**src/rtl/knn_pkg.sv**
```systemverilog
// ----------------------------------------------------------------------------
// knn_pkg: shared types and constants of the k-nearest-neighbor search
// Word formats, configuration register indexes, result status codes and the
// command and status bundles between the controller and the datapath.
// ----------------------------------------------------------------------------
package knn_pkg;

    localparam int K_MAX          = 16;
    localparam int COORD_BITS     = 16;
    localparam int INDEX_BITS     = 16;
    localparam int DIST_BITS      = 40;
    localparam int KREG_BITS      = 5;
    localparam int CFG_INDEX_BITS = 2;
    localparam int RANK_BITS      = $clog2(K_MAX);
    localparam int CNT_BITS       = $clog2(K_MAX + 1);
    localparam int DIFF_BITS      = COORD_BITS + 1;
    localparam int SQ_BITS        = 2 * DIFF_BITS;

    localparam logic [DIST_BITS-1:0] DIST_MAX = '1;

    // Configuration register indexes.
    localparam logic [CFG_INDEX_BITS-1:0] CFG_K_COUNT        = 2'd0;
    localparam logic [CFG_INDEX_BITS-1:0] CFG_RADIUS_ENABLE  = 2'd1;
    localparam logic [CFG_INDEX_BITS-1:0] CFG_RADIUS_SQ      = 2'd2;
    localparam logic [CFG_INDEX_BITS-1:0] CFG_ACCEPT_PARTIAL = 2'd3;

    // Result status codes.
    localparam logic [1:0] ST_NEIGHBOR = 2'd0;
    localparam logic [1:0] ST_PARTIAL  = 2'd1;
    localparam logic [1:0] ST_EMPTY    = 2'd2;

    typedef struct packed {
        logic signed [COORD_BITS-1:0] query_coord;
        logic signed [COORD_BITS-1:0] point_coord;
        logic [INDEX_BITS-1:0]        point_index;
        logic                         last_coord;
        logic                         last_point;
    } knn_in_t;

    typedef struct packed {
        logic [INDEX_BITS-1:0] neighbor_index;
        logic [DIST_BITS-1:0]  sq_distance;
        logic [RANK_BITS-1:0]  rank;
        logic [1:0]            status;
        logic                  last;
    } knn_out_t;

    typedef enum logic [2:0] {
        S_IDLE,
        S_SQUARE,
        S_ACCUM,
        S_INSERT,
        S_LOAD,
        S_OUT
    } knn_state_t;

    typedef struct packed {
        logic load_in;
        logic square;
        logic accum;
        logic insert;
        logic load_out;
        logic first;
    } knn_cmd_t;

    typedef struct packed {
        logic last_coord;
        logic last_point;
        logic out_last;
    } knn_stat_t;

endpackage

```
**src/rtl/knn_ctrl.sv**
```systemverilog
// ----------------------------------------------------------------------------
// knn_ctrl: sequencing controller of the k-nearest-neighbor search
// Steps each input word through square, accumulate and list insertion, and
// walks the result words out of the datapath at the end of a query.
// ----------------------------------------------------------------------------
module knn_ctrl
    import knn_pkg::*;
(
    input  logic      clk,
    input  logic      rst_n,
    input  logic      in_valid,
    output logic      in_ready,
    output logic      out_valid,
    input  logic      out_ready,
    input  knn_stat_t stat,
    output knn_cmd_t  cmd
);

    knn_state_t state_reg;
    knn_state_t state_next;

    always_ff @(posedge clk or negedge rst_n)
    begin
        if (!rst_n)
        begin
            state_reg <= S_IDLE;
        end
        else
        begin
            state_reg <= state_next;
        end
    end

    always_comb
    begin
        state_next = state_reg;
        unique case (state_reg)
            S_IDLE:
            begin
                if (in_valid)
                begin
                    state_next = S_SQUARE;
                end
            end
            S_SQUARE:
            begin
                state_next = S_ACCUM;
            end
            S_ACCUM:
            begin
                state_next = stat.last_coord ? S_INSERT : S_IDLE;
            end
            S_INSERT:
            begin
                state_next = stat.last_point ? S_LOAD : S_IDLE;
            end
            S_LOAD:
            begin
                state_next = S_OUT;
            end
            S_OUT:
            begin
                if (out_ready && stat.out_last)
                begin
                    state_next = S_IDLE;
                end
            end
            default:
            begin
                state_next = S_IDLE;
            end
        endcase
    end

    always_comb
    begin
        cmd       = '0;
        in_ready  = 1'b0;
        out_valid = 1'b0;
        unique case (state_reg)
            S_IDLE:
            begin
                in_ready    = 1'b1;
                cmd.load_in = in_valid;
            end
            S_SQUARE:
            begin
                cmd.square = 1'b1;
            end
            S_ACCUM:
            begin
                cmd.accum = 1'b1;
            end
            S_INSERT:
            begin
                cmd.insert = 1'b1;
            end
            S_LOAD:
            begin
                cmd.load_out = 1'b1;
                cmd.first    = 1'b1;
            end
            S_OUT:
            begin
                out_valid = 1'b1;
                // The next result word is fetched as the current one is taken.
                cmd.load_out = out_ready && !stat.out_last;
            end
            default:
            begin
                cmd = '0;
            end
        endcase
    end

    a_no_overlap: assert property (@(posedge clk) disable iff (!rst_n)
        !(in_ready && out_valid))
        else $error("input accepted while a result word is pending");

    a_load_to_out: assert property (@(posedge clk) disable iff (!rst_n)
        (state_reg == S_LOAD) |=> (state_reg == S_OUT))
        else $error("first result word not presented after load");

    a_end_of_query: assert property (@(posedge clk) disable iff (!rst_n)
        (out_valid && out_ready && stat.out_last) |=> in_ready)
        else $error("controller did not return to idle after the final word");

endmodule

```
**src/rtl/knn_dpath.sv**
```systemverilog
// ----------------------------------------------------------------------------
// knn_dpath: datapath of the k-nearest-neighbor search
// Holds the configuration registers, squares and accumulates coordinate
// differences, keeps the sorted top-k list and forms the result words.
// ----------------------------------------------------------------------------
module knn_dpath
    import knn_pkg::*;
(
    input  logic                      clk,
    input  logic                      rst_n,
    input  knn_cmd_t                  cmd,
    output knn_stat_t                 stat,
    input  knn_in_t                   in_data,
    output knn_out_t                  out_data,
    input  logic                      cfg_valid,
    input  logic [CFG_INDEX_BITS-1:0] cfg_index,
    input  logic [DIST_BITS-1:0]      cfg_data
);

    // Configuration registers.
    logic [KREG_BITS-1:0] k_count_reg;
    logic                 radius_enable_reg;
    logic [DIST_BITS-1:0] radius_sq_reg;
    logic                 accept_partial_reg;

    // Control state.
    logic [DIST_BITS-1:0] dist_accum_reg;
    logic [DIST_BITS-1:0] dist_accum_next;
    logic [CNT_BITS-1:0]  found_count_reg;
    logic [CNT_BITS-1:0]  found_count_next;
    logic [CNT_BITS-1:0]  emit_count_reg;
    logic [CNT_BITS-1:0]  emit_count_next;
    logic [RANK_BITS-1:0] rank_reg;
    logic [RANK_BITS-1:0] rank_next;

    // Payload.
    knn_in_t              in_reg;
    logic [SQ_BITS-1:0]   sq_reg;
    knn_out_t             out_reg;
    knn_out_t             out_next;
    logic [DIST_BITS-1:0]  best_dists_reg   [K_MAX];
    logic [DIST_BITS-1:0]  best_dists_next  [K_MAX];
    logic [INDEX_BITS-1:0] best_indices_reg [K_MAX];
    logic [INDEX_BITS-1:0] best_indices_next[K_MAX];

    logic signed [DIFF_BITS-1:0] diff;
    logic [DIFF_BITS-1:0]        mag;
    logic [DIST_BITS:0]          sum;
    logic [CNT_BITS-1:0]         k_eff;
    logic [CNT_BITS-1:0]         km1_full;
    logic [RANK_BITS-1:0]        km1;
    logic [CNT_BITS-1:0]         n_cur;
    logic [CNT_BITS-1:0]         n_after;
    logic [CNT_BITS-1:0]         region;
    logic                        keep;
    logic                        room;
    logic                        do_insert;
    logic [K_MAX-1:0]            cmp;
    logic [K_MAX-1:0]            lt;
    logic [K_MAX-1:0]            lt_prev;
    logic [K_MAX-1:0]            new_here;
    logic [RANK_BITS-1:0]        rank_cur;
    logic                        reject;

    // Squared difference of one coordinate pair.
    assign diff = DIFF_BITS'(in_reg.query_coord) - DIFF_BITS'(in_reg.point_coord);
    assign mag  = diff[DIFF_BITS-1] ? DIFF_BITS'(-diff) : DIFF_BITS'(diff);
    assign sum  = {1'b0, dist_accum_reg} + (DIST_BITS + 1)'(sq_reg);

    // A k of zero acts as one, and one above the list size as the list size.
    always_comb
    begin
        if (k_count_reg == '0)
        begin
            k_eff = CNT_BITS'(1);
        end
        else if (k_count_reg > KREG_BITS'(K_MAX))
        begin
            k_eff = CNT_BITS'(K_MAX);
        end
        else
        begin
            k_eff = CNT_BITS'(k_count_reg);
        end
    end

    assign km1_full = k_eff - CNT_BITS'(1);
    assign km1      = km1_full[RANK_BITS-1:0];
    assign n_cur    = (found_count_reg < k_eff) ? found_count_reg : k_eff;
    assign room     = n_cur < k_eff;
    // With a full list the search covers the first k-1 places; failing those, the entry replaces place k-1.
    assign region   = room ? n_cur : km1_full;
    assign keep     = !(radius_enable_reg && (dist_accum_reg > radius_sq_reg));

    // Parallel compare of the finished distance against every list entry.
    always_comb
    begin
        for (int j = 0; j < K_MAX; j++)
        begin
            cmp[j] = dist_accum_reg < best_dists_reg[j];
            lt[j]  = cmp[j] && (CNT_BITS'(j) < region);
        end
        lt_prev = {lt[K_MAX-2:0], 1'b0};
        for (int j = 0; j < K_MAX; j++)
        begin
            new_here[j] = (CNT_BITS'(j) <= region) && !lt_prev[j]
                          && ((CNT_BITS'(j) == region) || lt[j]);
        end
    end

    assign do_insert = keep && (room || cmp[km1]);
    assign n_after   = (do_insert && room) ? n_cur + CNT_BITS'(1) : n_cur;

    always_comb
    begin
        for (int j = 0; j < K_MAX; j++)
        begin
            best_dists_next[j]   = best_dists_reg[j];
            best_indices_next[j] = best_indices_reg[j];
        end
        if (cmd.insert && do_insert)
        begin
            for (int j = 0; j < K_MAX; j++)
            begin
                if (new_here[j])
                begin
                    best_dists_next[j]   = dist_accum_reg;
                    best_indices_next[j] = in_reg.point_index;
                end
            end
            // Entries behind the insertion point move down by one place.
            for (int j = 1; j < K_MAX; j++)
            begin
                if (lt_prev[j])
                begin
                    best_dists_next[j]   = best_dists_reg[j-1];
                    best_indices_next[j] = best_indices_reg[j-1];
                end
            end
        end
        else if (cmd.load_out)
        begin
            // The list drains toward entry zero as the words go out.
            for (int j = 0; j < K_MAX - 1; j++)
            begin
                best_dists_next[j]   = best_dists_reg[j+1];
                best_indices_next[j] = best_indices_reg[j+1];
            end
        end
    end

    always_comb
    begin
        dist_accum_next  = dist_accum_reg;
        found_count_next = found_count_reg;
        emit_count_next  = emit_count_reg;
        if (cmd.accum)
        begin
            dist_accum_next = sum[DIST_BITS] ? DIST_MAX : sum[DIST_BITS-1:0];
        end
        else if (cmd.insert)
        begin
            dist_accum_next  = '0;
            found_count_next = in_reg.last_point ? '0 : n_after;
            if (in_reg.last_point)
            begin
                emit_count_next = n_after;
            end
        end
    end

    assign rank_cur = cmd.first ? '0 : rank_reg + RANK_BITS'(1);
    assign reject   = radius_enable_reg && !accept_partial_reg && (emit_count_reg < k_eff);

    always_comb
    begin
        rank_next = rank_reg;
        out_next  = out_reg;
        if (cmd.load_out)
        begin
            rank_next = rank_cur;
            if (cmd.first && reject)
            begin
                out_next = '{neighbor_index: '0, sq_distance: '0, rank: '0,
                             status: ST_PARTIAL, last: 1'b1};
            end
            else if (cmd.first && (emit_count_reg == '0))
            begin
                out_next = '{neighbor_index: '0, sq_distance: '0, rank: '0,
                             status: ST_EMPTY, last: 1'b1};
            end
            else
            begin
                out_next = '{neighbor_index: best_indices_reg[0],
                             sq_distance: best_dists_reg[0],
                             rank: rank_cur,
                             status: ST_NEIGHBOR,
                             last: (CNT_BITS'(rank_cur) + CNT_BITS'(1)) == emit_count_reg};
            end
        end
    end

    always_ff @(posedge clk or negedge rst_n)
    begin
        if (!rst_n)
        begin
            k_count_reg        <= KREG_BITS'(1);
            radius_enable_reg  <= 1'b0;
            radius_sq_reg      <= '0;
            accept_partial_reg <= 1'b0;
            dist_accum_reg     <= '0;
            found_count_reg    <= '0;
            emit_count_reg     <= '0;
            rank_reg           <= '0;
        end
        else
        begin
            if (cfg_valid)
            begin
                unique case (cfg_index)
                    CFG_K_COUNT:        k_count_reg        <= cfg_data[KREG_BITS-1:0];
                    CFG_RADIUS_ENABLE:  radius_enable_reg  <= cfg_data[0];
                    CFG_RADIUS_SQ:      radius_sq_reg      <= cfg_data;
                    CFG_ACCEPT_PARTIAL: accept_partial_reg <= cfg_data[0];
                    default:            k_count_reg        <= k_count_reg;
                endcase
            end
            dist_accum_reg  <= dist_accum_next;
            found_count_reg <= found_count_next;
            emit_count_reg  <= emit_count_next;
            rank_reg        <= rank_next;
        end
    end

    always_ff @(posedge clk)
    begin
        if (cmd.load_in)
        begin
            in_reg <= in_data;
        end
        if (cmd.square)
        begin
            sq_reg <= SQ_BITS'(mag) * SQ_BITS'(mag);
        end
        out_reg <= out_next;
        for (int j = 0; j < K_MAX; j++)
        begin
            best_dists_reg[j]   <= best_dists_next[j];
            best_indices_reg[j] <= best_indices_next[j];
        end
    end

    assign stat.last_coord = in_reg.last_coord;
    assign stat.last_point = in_reg.last_point;
    assign stat.out_last   = out_reg.last;
    assign out_data        = out_reg;

    a_found_bound: assert property (@(posedge clk) disable iff (!rst_n)
        found_count_reg <= CNT_BITS'(K_MAX))
        else $error("neighbor count exceeds the list size");

    a_query_clear: assert property (@(posedge clk) disable iff (!rst_n)
        (cmd.insert && in_reg.last_point) |=> (found_count_reg == '0 && dist_accum_reg == '0))
        else $error("query state not cleared at the end of a query");

endmodule

```
**src/rtl/knn_topk_radius_search.sv**
```systemverilog
// ----------------------------------------------------------------------------
// knn_topk_radius_search: top-k nearest neighbor search with radius limit
// Streams coordinate pairs of one query, keeps the k nearest candidates by
// squared Euclidean distance and emits them in ascending order.
// ----------------------------------------------------------------------------
// Each input word (one coordinate pair) is accepted in IDLE, squared 17 by 17
// bits in SQUARE and added in ACCUM by the saturating 40-bit accumulate; the
// next word is accepted only after ACCUM. The final coordinate of a candidate
// adds INSERT, the parallel compare-and-shift insertion into the 16-entry list,
// and the final candidate of a query adds LOAD to fetch the first result word;
// after that the result words leave at one per cycle while out_ready is high.
// New input words are taken only after the last result word of the query has
// been delivered. Configuration writes are always ready and take effect in
// the next cycle.
module knn_topk_radius_search
    import knn_pkg::*;
(
    input  logic                      clk,
    input  logic                      rst_n,
    input  logic                      in_valid,
    output logic                      in_ready,
    input  knn_in_t                   in_data,
    output logic                      out_valid,
    input  logic                      out_ready,
    output knn_out_t                  out_data,
    input  logic                      cfg_valid,
    output logic                      cfg_ready,
    input  logic [CFG_INDEX_BITS-1:0] cfg_index,
    input  logic [DIST_BITS-1:0]      cfg_data
);

    knn_cmd_t  cmd;
    knn_stat_t stat;

    assign cfg_ready = 1'b1;

    knn_ctrl u_ctrl (
        .clk       (clk),
        .rst_n     (rst_n),
        .in_valid  (in_valid),
        .in_ready  (in_ready),
        .out_valid (out_valid),
        .out_ready (out_ready),
        .stat      (stat),
        .cmd       (cmd)
    );

    knn_dpath u_dpath (
        .clk       (clk),
        .rst_n     (rst_n),
        .cmd       (cmd),
        .stat      (stat),
        .in_data   (in_data),
        .out_data  (out_data),
        .cfg_valid (cfg_valid),
        .cfg_index (cfg_index),
        .cfg_data  (cfg_data)
    );

endmodule
```
**config.mk**
```make
export PLATFORM = sky130hd
export DESIGN_NAME = knn_topk_radius_search
export DESIGN_NICKNAME = d
export VERILOG_FILES = /design/src/rtl/knn_pkg.sv /design/src/rtl/knn_ctrl.sv /design/src/rtl/knn_dpath.sv /design/src/rtl/knn_topk_radius_search.sv
export SDC_FILE = /design/constraint.sdc
export NUM_CORES = 2
export LEC_CHECK = 0
export BUFFER_PORTS_ARGS = -buffer_cell sky130_fd_sc_hd__buf_2
export CAP_MARGIN = 30
export CORE_ASPECT_RATIO = 0.75
export CORE_UTILIZATION = 60
export DETAILED_ROUTE_END_ITERATION = 8
export PLACE_DENSITY = 0.85
export SLEW_MARGIN = 10
export SYNTH_ARGS = -nofsm -noshare
export SYNTH_HDL_FRONTEND = slang
export SYNTH_SLANG_ARGS = --single-unit
```
**constraint.sdc**
```tcl
create_clock -name clk -period 27.5 [get_ports clk]
set_input_delay 1.375 -clock clk [delete_from_list [all_inputs] [get_ports clk]]
set_output_delay 1.375 -clock clk [all_outputs]
set_load 0.05 [all_outputs]
```
# Word level (Yosys, flattened, before mapping)
# Memories as Yosys holds them, arrays and structs flattened.
# Index checks and enable logic that the tools add are counted.
word_totals:
  reg_bits: 251
  latchBits: 0
  ramBits: 896
  romBits: 0
  inputBits: 97
  output_inout_bits: 66
  wordCells: 312
  memories: 2
memory_table:
  columns: ["memory", "words", "word_bits", "read_ports", "rd_ports_with_merged_regs", "write_ports", "line", "rtl"]
  rows:
  - ["u_dpath.best_dists_reg", 16, 40, 16, 0, 16, "knn_dpath.sv:41", "logic [DIST_BITS-1:0] best_dists_reg [K_MAX];"]
  - ["u_dpath.best_indices_reg", 16, 16, 16, 0, 16, "knn_dpath.sv:43", "logic [INDEX_BITS-1:0] best_indices_reg [K_MAX];"]
op_classes:
  n_addsub: 7
  mul: 1
  div_mod_pow: 0
  order_cmp: 54
  eq_ne: 26
  n_shift: 0
  mux: 95
  bitwise_logic: 1
  reduce_logical: 106
op_table:
  columns: ["operator", "count"]
  rows:
  - ["$mux W40", 35]
  - ["$mux W600", 2]
  - ["$lt A40 B40 Y1", 16]
  - ["$mux W16", 32]
  - ["$mux W240", 2]
  - ["$logic_and A1 B1 Y1", 57]
  - ["$add A40 B34 Y41", 1]
  - ["$eq A4 B5 Y1 const A", 8]
  - ["$gt A40 B40 Y1", 1]
  - ["$le A4 B5 Y1 const A", 8]
  - ["$lt A4 B5 Y1 const A", 8]
  - ["$mul A17 B17 Y34", 1]
  - ["$mux W5", 6]
  - ["$eq A3 B5 Y1 const A", 4]
  - ["$le A3 B5 Y1 const A", 4]
  - ["$lt A3 B5 Y1 const A", 4]
  - ["$logic_not A1 Y1", 18]
  - ["$pmux W3 S6", 1]
  - ["$logic_or A1 B1 Y1", 17]
  - ["$mux W17", 1]
  - ["$neg A17 Y17", 1]
  - ["$sub A16 B16 Y17", 1]
  - ["$logic_not A5 Y1", 3]
  - ["$lt A5 B5 Y1", 3]
  - ["33 further kinds", 56]

# Depth between registers and ports, before layout
logic_depth:
  ltp_word: 15
  mapped_depth: 39
  ltp_nobuf: 37

# Modules after synthesis
# Synthesis repeated with hierarchy kept, for this count alone.
hier_totals:
  cells_unflattened: 8345
  area_unflattened_um2: 82237.6
modules_own_cells:
  columns: ["mod", "n_inst", "cells_per_inst", "area_per_inst_um2", "seq_area_each_um2"]
  rows:
  - ["knn_dpath", 1, 8318, 82008.7, 33818.7]
  - ["knn_ctrl", 1, 25, 217.7, 75.1]
  - ["knn_topk_radius_search", 1, 2, 11.3, 0.0]

# Worst setup path before layout
# Ideal clock, no wire load.
synth_timing:
  path_type: "register -> register"
  start: "register u_dpath.in_reg[18] in the netlist's numbering"
  end: "register u_dpath.sq_reg[32], data pin"
  setup_time_ns: 0.258
  arrival_ns: 9.043
  required_ns: 27.242
  path_slack_ns: 18.199
  path_stages_with_launch: 35
  n_path_buf: 1
  period_less_slack_ns: 9.301
  path_cell_list: "edfxtp_1 > ha_1 > fa_1 > nand2b_1 > a21bo_2 > a21o_1 > a211o_1 > nand3_1 > and2_1 > clkbuf_1 > nor2_1 > xor2_1 > clkinv_1 > nor2_1 > inv_1 > fa_1 > inv_1 > fa_1 > fa_1 > inv_1 > fa_1 > fa_1 > fa_1 > inv_1 > ha_1 > a21o_1 > a21o_1 > a2111oi_0 > a221oi_1 > a22o_1 > a221o_1 > a2111oi_0 > o21ai_0 > a21oi_1 > xnor2_1"
synth_between:
  elab_chain_cells: 4
synth_rtl:
  columns: ["item", "line", "rtl"]
  rows:
  - ["start, declared", "knn_dpath.sv:37", "knn_in_t in_reg;"]
  - ["start signal, assigned", "knn_dpath.sv:239", "in_reg <= in_data;"]
  - ["$sub A16 B16 Y17 *", "knn_dpath.sv:66", "assign diff = DIFF_BITS'(in_reg.query_coord) - DIFF_BITS'(in_reg.point_coord);"]
  - ["$neg A17 Y17", "knn_dpath.sv:67", "assign mag = diff[DIFF_BITS-1] ? DIFF_BITS'(-diff) : DIFF_BITS'(diff);"]
  - ["$mux W17 *", "knn_dpath.sv:67", null]
  - ["$mul A17 B17 Y34 *", "knn_dpath.sv:243", "sq_reg <= SQ_BITS'(mag) * SQ_BITS'(mag);"]
  - ["end signal, assigned", "knn_dpath.sv:243", null]
  - ["end, declared", "knn_dpath.sv:38", "logic [SQ_BITS-1:0] sq_reg;"]
# Every way passes the cells marked *; elsewhere a longest branch is shown, timed or not.
# A chain may end at the register's enable or synchronous reset.

# Worst setup path in the final report
# Ends and elaborated chain as after synthesis.

==> results.yml <==
synth:
  synthTopCellsByArea: "edfxtp_1 37%, ha_1 12%, mux2i_1 11%, mux2_2 7.6%, fa_1 4.6%"
  yosys_register_bits: 1146
  synth_flop_cell: "edfxtp_1"
  syn_inst: 7620
  yosysMostFrequentCell: "edfxtp_1"
  synth_top_area_share_pct: 37.21
  yosysTopAreaCell: "edfxtp_1"
  ys_types: 107
  synth_edf_count: 1042
  async_flop_share_pct: 9.075
  synthesis.area_mm2: 0.08410
  syn_avg_cell_area_um2: 11.04
  ys_warn_count: 0
  yosysSeqAreaShare_pct: 40.30
  synthTopCellsByCount: "1042 x edfxtp_1, 972 x inv_1, 913 x mux2i_1"
die:
  io-pin-count: 163
  coreArea_mm2: 0.1385
  core.rowCount: 118
  dieWidth_um: 434.3
  design.die.area_mm2: 0.1417
  initial_utilization_pct: 60.73
  die_h_um: 326.2
timing:
  fin_tns_setup_ps: 0
  max_freq_mhz: 91.00
  finalSetupViolations: 0
  min_period_over_period_pct: 39.96
  slew_violations: 0
  layout_min_cycle_time_ps: 10990
  max_slew_margin_pct: 14.65
  clock_skew_ps: 77.09
  hold_viol_final: 0
  rsz0062_at_grt: "no"
  tightest_slew_ps: 1280
global_routing:
  use_met3_pct: 7.100
  use_met2_pct: 49.73
  use_met1_pct: 48.36
  overflow: 0
  grt_pass1_wl_um: 367300
  antenna_found_initial: 7
  grt_max_degree: 201
  grt_usage_pct: 33.66
  top_usage_layer: "met2"
  grt_pass1_vias: 61740
clock_network:
  cts_num_sinks: 1146
  clock-root-buffer: "clkbuf_16"
  post_cts_buffers: 0
  clock_path_buffers: 3
  cts.clk_slew.worst_paths_ps: 60
  cts_buffers: 113
  holdBufCountCts: 0
  cts_tree: "yes"
  cts_resized: 0
  htree_levels: 3
  clk_latency_ps: 810
detailed_routing:
  routedWlPerCell_um: 25.05
  vias: 61990
  drc: 0
  drtPass1Iterations: 8
  via_per_inst: 6.424
  wl_um: 241800
  drt-initial-drc-count: 7902
  detail-route-antenna-nets: 0
placement:
  dpl.hpwl_um: 172400
  io_buffers: 161
  gp_congestion: 0.9707
  place_inst: 9421
setup_path:
  cpMostUsedCell: "fa_1"
  cpMaxStageDelayCell: "a311oi_1"
  cp_max_fo: 11
  cp-end-kind: "flop"
  critPathKind: "flop to flop"
  cp_slowest_stage_delay_ps: 720
  cp_data_arrival_time_ps: 11520
  worst-endpoint-required_ps: 28030
  worstSetupStartpointType: "flop"
finish:
  finalNetCount: 8817
  finalNonFillerCells: 9650
  largest_register_ffs: 640
  area_growth_pct: 8.217
  drive_above_1_share_pct: 14.70
hold_path:
  hp-class: "flop to flop"
flow_run:
  cap_violations: 0
run_status:
  outcome: "finished, final reports clean"
[final cells by class]
class	count	area (um2)
repair buffers	322	2267
fillers	10190	47480
clock buffers	150	3129
flip-flops and latches	1146	33890
diodes	1	2.502
inverters	980	3680
well taps	1860	2327
clock inverters	62	724.4
multi-input cells	5129	44980
[metrics by stage]
stage	util, %	hold slack (ps)	worst slack [ps]	instance area, um2
finish	65.72	497.5	16510	91010
global route	65.71	523.6	16050	91000
floorplan	-	477.2	18200	84140
detailed placement	62.75	481.4	16710	86900
CTS	65.53	495.4	16640	90750
global placement	62.57	477.1	16870	86660
[kinds of logic after synthesis]
logic type | after synthesis | synth area share, %
fa+ha+maj | 1028 | 17.02
other cells | 2 | 0.008930
mux | 1517 | 18.98
buf+inv | 1357 | 6.676
xor+xnor | 101 | 1.061
flops | 1146 | 40.30
simple gates | 1273 | 7.195
compound gates | 1196 | 8.757
[critical path: cells and delay by family (launching register included)]
kind	cells	cell delay, ps
AOI/OAI and AO/OA	11	3710
adders and majority gates	9	3930
buffers and inverters	4	660
and+or+nand+nor	6	1300
xor gates and xnor gates	2	750
DFF	1	360
[final timing paths]
kind,depth (start not counted),startpoint,slack (ps),to
setup / recovery,32,u_dpath.in_reg[18],16510,u_dpath.sq_reg[32]
hold / removal,1,u_dpath.dist_accum_reg[36],500,u_dpath.dist_accum_reg[36]
setup reg to reg,32,u_dpath.in_reg[18],16510,u_dpath.sq_reg[32]
hold reg to reg,1,u_dpath.dist_accum_reg[36],500,u_dpath.dist_accum_reg[36]
max in group asynchronous,2,rst_n,25460,u_dpath.dist_accum_reg[4]
min in group asynchronous,1,rst_n,700,u_dpath.radius_sq_reg[28]
[routing by layer]
metal | up-vias | share of wire (%)
li1 | 27530 | -
met1 | 30550 | 42
met2 | 3384 | 43
met3 | 519 | 11
met4 | 6 | 4.2
met5 | - | 0.019
[cells in the final DEF, fill, tap and decap left out, types with 166 or more instances in the layout]
master	Yosys	routed
mux2_2	568	568
fa_1	193	193
a21oi_1	490	487
buf_2	154	166
edfxtp_1	1042	1042
mux2i_1	913	905
inv_1	972	971
o21ai_0	249	247
ha_1	835	835
nand2_1	346	345
nor2_1	396	392
Power is not shown: default switching activity piles up to over one toggle a cycle in this logic, so the estimate is an artifact.
